File: src/sv/kwm_pkg.sv
package kwm_pkg;

    localparam int MAX_RUNS   = 8;
    localparam int RUN_W      = 3;
    localparam int KEY_W      = 32;
    localparam int TAG_W      = 48;
    localparam int CFG_W      = 4;
    localparam int CNT_W      = $clog2(MAX_RUNS + 1);
    localparam int SCAN_W     = (MAX_RUNS > 1) ? $clog2(MAX_RUNS) : 1;
    localparam int RESET_RUNS = (8 < MAX_RUNS) ? 8 : MAX_RUNS;

    // Candidate handed from cell to cell during the max search
    typedef struct packed {
        logic             valid;
        logic [KEY_W-1:0] key;
        logic [TAG_W-1:0] tag;
        logic [RUN_W-1:0] run;
    } cand_t;

    // Per-cell control from the top level
    typedef struct packed {
        logic restart;  // drop the head
        logic arm;      // awaiting value to take on restart
        logic load;     // accepted transaction for this run
        logic take;     // head was emitted; wait for a refill
    } cell_ctl_t;

    typedef enum logic [1:0] {
        ST_IDLE,
        ST_SCAN,
        ST_EMIT
    } state_t;

endpackage

File: src/sv/kwm_cell.sv
module kwm_cell
    import kwm_pkg::*;
(
    input  logic             clk,
    input  logic             rst_n,
    input  logic [RUN_W-1:0] run_id,
    input  cell_ctl_t        ctl,
    input  logic [KEY_W-1:0] key,
    input  logic [TAG_W-1:0] tag,
    input  logic             run_done,
    input  cand_t            cand_in,
    output cand_t            cand_out,
    output logic             awaiting
);

    logic             valid_reg;
    logic             await_reg;
    logic [KEY_W-1:0] key_reg;
    logic [TAG_W-1:0] tag_reg;
    cand_t            cand_reg;
    cand_t            cand_next;

    always_ff @(posedge clk or negedge rst_n)
    begin
        if (!rst_n)
        begin
            valid_reg <= 1'b0;
            await_reg <= 1'b1;
        end
        else if (ctl.restart)
        begin
            valid_reg <= 1'b0;
            await_reg <= ctl.arm;
        end
        else if (ctl.load)
        begin
            await_reg <= 1'b0;
            if (!run_done)
            begin
                valid_reg <= 1'b1;
            end
        end
        else if (ctl.take)
        begin
            valid_reg <= 1'b0;
            await_reg <= 1'b1;
        end
    end

    always_ff @(posedge clk)
    begin
        if (ctl.load && !run_done)
        begin
            key_reg <= key;
            tag_reg <= tag;
        end
    end

    // Keep the incoming candidate on ties: it comes from a lower run
    always_comb
    begin
        cand_next = cand_in;
        if (valid_reg && (!cand_in.valid || key_reg > cand_in.key))
        begin
            cand_next.valid = 1'b1;
            cand_next.key   = key_reg;
            cand_next.tag   = tag_reg;
            cand_next.run   = run_id;
        end
    end

    always_ff @(posedge clk or negedge rst_n)
    begin
        if (!rst_n)
        begin
            cand_reg <= '0;
        end
        else
        begin
            cand_reg <= cand_next;
        end
    end

    assign cand_out = cand_reg;
    assign awaiting = await_reg;

endmodule

File: src/sv/kway_merge_max_first.sv
// K-way merge of runs sorted in descending key order.
// Input channel (in_valid/in_ready): each transaction carries the next element
// of a run, or run_done for an exhausted run. Transactions for runs that are
// not awaited, or not below active_runs, are accepted and dropped.
// Output channel (out_valid/out_ready): the largest head with its run, ties to
// the lowest run; from_run is the run to refill next. When all runs are
// exhausted one transaction with merge_done set and zero fields follows.
// Config channel (cfg_valid/cfg_ready): writes active_runs (0 reads as 1,
// above 8 as 8) and restarts the merge; write only while idle.
// Timing: the transaction that clears the last awaited run starts a search
// that walks the row of run cells, one cell per cycle, and then loads the
// output register; other inputs are accepted without starting a search.
// in_ready is high only in idle, not during a search or while a finished
// result waits; it stays high while a result sits in the output register.
// A stalled receiver holds the finished result in the search's last step
// until the output register frees up.
// Reset: all heads empty, 8 runs active and awaited, output empty.
module kway_merge_max_first
    import kwm_pkg::*;
(
    input  logic             clk,
    input  logic             rst_n,
    input  logic             in_valid,
    output logic             in_ready,
    input  logic [RUN_W-1:0] run_index,
    input  logic [KEY_W-1:0] key,
    input  logic [TAG_W-1:0] tag,
    input  logic             run_done,
    output logic             out_valid,
    input  logic             out_ready,
    output logic [KEY_W-1:0] out_key,
    output logic [TAG_W-1:0] out_tag,
    output logic [RUN_W-1:0] from_run,
    output logic             merge_done,
    input  logic             cfg_valid,
    output logic             cfg_ready,
    input  logic [CFG_W-1:0] active_runs
);

    state_t            state_reg;
    state_t            state_next;
    logic [SCAN_W-1:0] scan_cnt_reg;
    logic [SCAN_W-1:0] scan_cnt_next;
    logic [CNT_W-1:0]  runs_reg;
    logic [CNT_W-1:0]  runs_next;

    logic              out_valid_reg;
    logic              out_valid_next;
    logic [KEY_W-1:0]  out_key_reg;
    logic [TAG_W-1:0]  out_tag_reg;
    logic [RUN_W-1:0]  from_run_reg;
    logic              merge_done_reg;

    logic                cfg_fire;
    logic                in_fire;
    logic                go_scan;
    logic                emit_fire;
    logic [MAX_RUNS-1:0] cell_await;
    logic [MAX_RUNS-1:0] awaiting;
    logic [MAX_RUNS-1:0] load_vec;
    cell_ctl_t           ctl [MAX_RUNS];
    cand_t               chain [MAX_RUNS+1];
    cand_t               best;

    assign cfg_ready = 1'b1;
    assign cfg_fire  = cfg_valid;
    assign in_ready  = (state_reg == ST_IDLE);
    assign in_fire   = in_valid && in_ready;
    assign best      = chain[MAX_RUNS];
    assign emit_fire = (state_reg == ST_EMIT) && (!out_valid_reg || out_ready);

    // Clamp the written run count into 1..MAX_RUNS
    always_comb
    begin
        if (active_runs == '0)
        begin
            runs_next = CNT_W'(1);
        end
        else if (32'(active_runs) > MAX_RUNS)
        begin
            runs_next = CNT_W'(MAX_RUNS);
        end
        else
        begin
            runs_next = CNT_W'(active_runs);
        end
    end

    always_ff @(posedge clk or negedge rst_n)
    begin
        if (!rst_n)
        begin
            runs_reg <= CNT_W'(RESET_RUNS);
        end
        else if (cfg_fire)
        begin
            runs_reg <= runs_next;
        end
    end

    assign chain[0] = '0;

    genvar i;
    generate
        for (i = 0; i < MAX_RUNS; i++)
        begin : g_cell
            assign awaiting[i] = cell_await[i] && (32'(runs_reg) > i);
            assign load_vec[i] = in_fire && (32'(run_index) == i) && awaiting[i];

            always_comb
            begin
                ctl[i].restart = cfg_fire;
                ctl[i].arm     = (32'(runs_next) > i);
                ctl[i].load    = load_vec[i];
                ctl[i].take    = emit_fire && best.valid && (32'(best.run) == i);
            end

            kwm_cell u_cell (
                .clk      (clk),
                .rst_n    (rst_n),
                .run_id   (RUN_W'(i)),
                .ctl      (ctl[i]),
                .key      (key),
                .tag      (tag),
                .run_done (run_done),
                .cand_in  (chain[i]),
                .cand_out (chain[i+1]),
                .awaiting (cell_await[i])
            );
        end
    endgenerate

    // Search once the last awaited run has been served
    assign go_scan = (|load_vec) && ((awaiting & ~load_vec) == '0);

    always_ff @(posedge clk or negedge rst_n)
    begin
        if (!rst_n)
        begin
            state_reg    <= ST_IDLE;
            scan_cnt_reg <= '0;
        end
        else
        begin
            state_reg    <= state_next;
            scan_cnt_reg <= scan_cnt_next;
        end
    end

    always_comb
    begin
        state_next    = state_reg;
        scan_cnt_next = scan_cnt_reg;
        case (state_reg)
            ST_IDLE:
            begin
                scan_cnt_next = '0;
                if (go_scan)
                begin
                    state_next = ST_SCAN;
                end
            end
            ST_SCAN:
            begin
                scan_cnt_next = scan_cnt_reg + SCAN_W'(1);
                if (scan_cnt_reg == SCAN_W'(MAX_RUNS - 1))
                begin
                    state_next = ST_EMIT;
                end
            end
            ST_EMIT:
            begin
                if (emit_fire)
                begin
                    state_next = ST_IDLE;
                end
            end
            default:
            begin
                state_next = ST_IDLE;
            end
        endcase
        if (cfg_fire)
        begin
            state_next    = ST_IDLE;
            scan_cnt_next = '0;
        end
    end

    always_comb
    begin
        out_valid_next = out_valid_reg;
        if (emit_fire)
        begin
            out_valid_next = 1'b1;
        end
        else if (out_ready)
        begin
            out_valid_next = 1'b0;
        end
    end

    always_ff @(posedge clk or negedge rst_n)
    begin
        if (!rst_n)
        begin
            out_valid_reg <= 1'b0;
        end
        else
        begin
            out_valid_reg <= out_valid_next;
        end
    end

    always_ff @(posedge clk)
    begin
        if (emit_fire)
        begin
            if (best.valid)
            begin
                out_key_reg    <= best.key;
                out_tag_reg    <= best.tag;
                from_run_reg   <= best.run;
                merge_done_reg <= 1'b0;
            end
            else
            begin
                out_key_reg    <= '0;
                out_tag_reg    <= '0;
                from_run_reg   <= '0;
                merge_done_reg <= 1'b1;
            end
        end
    end

    assign out_valid  = out_valid_reg;
    assign out_key    = out_key_reg;
    assign out_tag    = out_tag_reg;
    assign from_run   = from_run_reg;
    assign merge_done = merge_done_reg;

endmodule

File: config.mk
export PLATFORM = sky130hd
export DESIGN_NAME = kway_merge_max_first
export DESIGN_NICKNAME = d
export VERILOG_FILES = /design/src/sv/kwm_pkg.sv /design/src/sv/kwm_cell.sv /design/src/sv/kway_merge_max_first.sv
export SDC_FILE = /design/constraint.sdc
export NUM_CORES = 2
export LEC_CHECK = 0
export ABC_CLOCK_PERIOD_IN_PS = 12750
export BUFFER_PORTS_ARGS = -buffer_cell sky130_fd_sc_hd__buf_4
export CORE_UTILIZATION = 55
export CTS_CLUSTER_SIZE = 12
export DETAILED_ROUTE_END_ITERATION = 12
export HOLD_SLACK_MARGIN = 0.05
export PLACE_DENSITY = 0.7
export SYNTH_ARGS = -nofsm -noshare
export SYNTH_HDL_FRONTEND = slang
export SYNTH_SLANG_ARGS = --single-unit
File: constraint.sdc
create_clock -name clk -period 12.75 [get_ports clk]
set_input_delay 2.55 -clock clk [delete_from_list [all_inputs] [get_ports clk]]
set_output_delay 2.55 -clock clk [all_outputs]
set_load 0.02 [all_outputs]
After elaboration in Yosys (flattened, before gate mapping)
Cells that the tools add are included.
Operators by class
  mux-type cells: 69
  $lt $le $gt $ge: 24
  reductions and logical operators: 93
  eq/ne operators: 28
  bitwise gates (word level): 2
  $add $sub $neg: 1
Operator list (count)
  2-to-1 mux 84 bit: 8
  > comparator 32 bit: 7
  2-to-1 mux 1 bit: 52
  logical AND 1 bit: 51
  > comparator 4 x 3 -> 1 bit, second input constant: 8
  != test 3 bit, second input constant: 10
  equality test 3 bit, second input constant: 9
  nonzero test 3 bit: 9
  > comparator 4 x 1 -> 1 bit, second input constant: 4
  > comparator 4 x 2 -> 1 bit, second input constant: 4
  AND reduction 2 bit: 8
  equality test 3 x 2 -> 1 bit, second input constant: 4
  zero test 1 bit: 9
  bitwise AND 8 bit: 1
  zero test 8 bit: 1
  logical OR 1 bit: 8
  2-to-1 mux 2 bit: 4
  2-to-1 mux 4 bit: 2
  inverter 8 bit: 1
  OR reduction 8 bit: 1
  equality test 3 x 1 -> 1 bit, second input constant: 2
  zero test 3 bit: 2
  case mux 2 bit (3 select lines): 1
  case mux 3 bit (2 select lines): 1
  other kinds (10): 10
Storage, ports and cells
  output and inout port bits: 87
  logic and storage cells: 289
  bits in registers: 1422
  input port bits: 93

Longest topological paths before layout
  depth after elaboration: 11
  mapped depth: 10
  depth with buffers taken out: 8

Cells and area by module
Synthesis repeated with hierarchy kept, for this count alone.
Unflattened totals
  cell total of the unflattened synthesis: 7842
  area, all modules: 77804.6 um^2
Modules (own cells, without submodules)
  kwm_cell: cells each 942, times used 8, area each 9217.6 um^2, sequential area each 4555.6 um^2
  kway_merge_max_first: cells each 306, times used 1, area each 4063.9 um^2, sequential area each 2773.9 um^2

Worst setup path after synthesis
OpenSTA, ideal clock, no wires.
  path type: input to register
  start: in in_valid
  end: reg g_cell[5].u_cell.key_reg[0], enable pin
  buffers on the path: 0
  setup time: 0.718 ns
  data required time: 12.032 ns
  slack: 1.292 ns
  stages: 3
  arrival time: 10.740 ns
  path through: nor4bb_1 nand2_1 nor4_1
Between the ends
  longest elaborated chain between the ends: 4
RTL lines
  start, declared: line kway_merge_max_first.sv:23  | input logic in_valid,
  logical AND 1 bit: line kway_merge_max_first.sv:68  | assign in_fire = in_valid && in_ready;
  logical AND 1 bit (2 in a row): line kway_merge_max_first.sv:108  | assign load_vec[i] = in_fire && (32'(run_index) == i) && awaiting[i];
  logical AND 1 bit: line kwm_cell.sv:52  | if (ctl.load && !run_done)
  end signal, assigned: line kwm_cell.sv:54  | key_reg <= key;
  end, declared: line kwm_cell.sv:18  | logic [KEY_W-1:0] key_reg;
Every way passes these cells.
A chain may end at the register's enable or synchronous reset.

Final worst setup path
  start: in run_index[2]
  end: reg g_cell[2].u_cell.tag_reg[28], enable pin
Between the ends
  longest elaborated chain between the ends: 4
RTL lines
  start, declared: line kway_merge_max_first.sv:25  | input logic [RUN_W-1:0] run_index,
  equality test 3 x 2 -> 1 bit: line kway_merge_max_first.sv:108
  logical AND 1 bit (2 in a row): line kway_merge_max_first.sv:108
  logical AND 1 bit: line kwm_cell.sv:52
  end signal, assigned: line kwm_cell.sv:55  | tag_reg <= tag;
  end, declared: line kwm_cell.sv:19  | logic [TAG_W-1:0] tag_reg;
Every way passes these cells.

==> qor.txt <==
DR DRC count = 0
DIE HEIGHT = 314.7 um
Multi-input gate area = 0.01334 mm^2
Pre-antenna DRT Iters = 5
Critical Path Source = run_index[2]
Slew headroom = 26.23%
outcome = complete, no violations
total power = 9165 uW
Placement Setup Slack = 6.622 ns
Cell variety after synth = 69
setup bufs post-CTS = 0
Worst Skew = 0.02707 ns
max-slew violation count = 0
vias in the first global route = 29110
Setup crit end = g_cell[2].u_cell.tag_reg[28]
arrival time worst endpoint = 5.80 ns
Static Leak = 0.02613 uW
CTS resizes = 0
CTS Hold Bufs = 0
CP Class = in -> reg
Cell Area, Synth = 0.05378 mm^2
most common cell after layout, fill and taps aside = edfxtp_1
Final Hold Fails = 0
CP most frequent cell = buf_4
GR Util All Layers = 21.69%
Crit. End Element = register
Initial Util = 55.61%
I/O Pins = 180
fraction of layout cells with a size suffix above 1 = 25.55%
Setup TNS Final = 0 ns
RSZ-0062 raised after global routing = no
Fillers = 6771
max reg flops = 665
total grt overflow = 0
commonest non-fill, non-tap cells in the layout = edfxtp_1, dfrtp_1, mux2_2
antenna violations before repair = 1
Final setup viols = 0
family with the most delay on the worst path = simple AND/OR/NAND/NOR gates
Max-Cap Viols = 0
Port Buf Inserts = 178
largest net degree at the start of global routing = 167
WP data required = 13.09 ns
Worst-Margin Slew = 1.104 ns
Hold Path Cell Cnt = 1
Synth async-reset ratio = 48.83%
Routability Congestion = 0.8513
clock transition at the registers of the reported paths = 0.06 ns
Vias = 26760
Final Core Density = 63.01%
Max VDD drop = 0.00009773 V
row cnt = 114
Post-synth EDFFs = 724
nets = 3803
Mapped Avg Cell Area = 16.72 um^2
CTS tree = done
CORE AREA = 0.09671 mm^2
r2r endpoint = g_cell[2].u_cell.cand_out[31]
Worst setup SP type = primary input
Die Wd = 314.7 um
die area = 0.09904 mm^2
register area share after synthesis = 72.60%
critical path's largest stage delay = 0.85 ns
Primary FF master, synth = edfxtp_1
cell count after synthesis = 3216
Tmin final = 5.463 ns
number of buffers created by CTS = 143
post-synthesis net count = 3535
max frequency = 0.1831 GHz
Bufs and invs on worst path = 2
HPWL Detailed = 64430 um
CP Depth = 6
CP cell instances = buf_4, nor4b_1, nand2_1, or3_1, nor2_4, buf_4
CTS Sinks = 1415
total wire length = 103800 um
first-pass GRT wire length = 164000 um
R2R Setup Slk = 8.58 ns
R2R depth = 9
slowest CP cell = nor2_4
Area Growth Syn to Fin = 13.29%
Final Cycle Share = 42.84%
#FFs+latches synth = 1415
via density per instance = 5.481
worst hold path type = reg -> reg
root buf cell = clkbuf_16
Yosys warning total = 0
Antenna Violating Nets Remaining = 0
CP Max Fanout = 51
r2r startpoint = g_cell[1].u_cell.cand_out[63]
clk_lat worst skew = 0.73 ns
Reg area = 0.03905 mm^2
PwrDens = 150.4 mW/mm^2
Iter 0 DRT Violations = 1782
PnR worst setup slack = 7.287 ns
drt wl/cell = 21.25 um
clk buf depth = 3
H-tree depth = 4
-- through the flow --
stage / hold WS, ns / area, um^2 / cells
floorplan: 0.3519 / 53780 / 3216
global placement: 0.4105 / 56520 / 4615
detailed placement: 0.4177 / 56520 / 4615
CTS: 0.4266 / 60930 / 4881
global route: 0.4397 / 60930 / 4881
finish: 0.4272 / 60930 / 4882
-- worst min-delay path by stage --
stage,startpoint,to,slack (ns)
2_1_floorplan,g_cell[0].u_cell.valid_reg,g_cell[0].u_cell.cand_out[83],0.35
3_3_place_gp,g_cell[6].u_cell.cand_out[2],g_cell[7].u_cell.cand_out[2],0.41
3_5_place_dp,g_cell[4].u_cell.cand_out[2],g_cell[5].u_cell.cand_out[2],0.42
4_1_cts,g_cell[4].u_cell.cand_out[0],g_cell[5].u_cell.cand_out[0],0.43
5_1_grt,g_cell[4].u_cell.cand_out[0],g_cell[5].u_cell.cand_out[0],0.44
6_report,g_cell[4].u_cell.cand_out[0],g_cell[5].u_cell.cand_out[0],0.43
-- cell families after synthesis --
group | count (synthesis) | share of synthesized area (%)
adder cells (fa/ha/maj) | 226 | 5.258
multiplexers | 561 | 11.75
AND/OR/NAND/NOR | 441 | 4.637
buffers and inverters | 333 | 2.910
other | 1 | 0.006972
AO/OA/AOI/OAI | 239 | 2.848
flip-flops | 1415 | 72.60
-- report_power, final --
part / leakage [uW] / switching (uW) / internal (uW)
registers: 0.0163 / 36.9 / 4900
clock network: 0.00213 / 1660 / 2260
logic: 0.00774 / 193 / 115
-- area by class of cell --
class | instances | share of cell area (%)
diodes | 1 | 0.004107
clock buffers | 246 | 6.877
clock inverters | 20 | 0.3594
inverters | 243 | 1.497
multi-input cells | 1468 | 21.90
flip-flops and latches | 1415 | 64.09
well taps | 1276 | 2.620
repair buffers | 213 | 2.657
-- metal layers --
layer	track usage [%]	wire, um	vias up
li1	-	-	12150
met1	29.68	45920	13900
met2	35.97	51250	540
met3	3.473	4243	167
met4	6.631	2332	2
met5	0	9	-
-- synthesized netlist by cell type, drive strengths merged, types with 4 or more instances --
master	instances	area [um^2]
clkbuf	24	90.09
a221oi	7	61.31
nor2b	14	87.58
nor3	13	65.06
nand3	17	85.08
and3	8	50.05
nand2b	16	100.1
nor2	37	138.9
a41oi	5	43.79
buf	66	563.1
edfxtp	724	21740
a2111oi	7	61.31
dfstp	9	236.5
mux2	561	6317
and4	5	43.79
a31oi	4	25.02
a2bb2oi	7	61.31
a21boi	10	75.07
a21o	10	75.07
o221ai	4	35.03
o21ai	32	160.2
nand2	76	285.3
inv	242	908.4
and2	173	1082
a21oi	102	510.5
o21a	15	112.6
nor4	12	81.33
dfrtp	682	17070
a22oi	4	30.03
nand4	51	325.3
o211ai	7	52.55
ha	226	2828
-- worst reg2reg max path, delay by kind of cell, from the launching register on --
kind	cells	cell delay [ns]
fa+ha+maj	1	0.30
compound gates	2	1.03
simple gates	3	0.88
flops	1	0.36
mux	1	0.51
buf+inv	2	0.97
(Power assumes the default switching activity.)
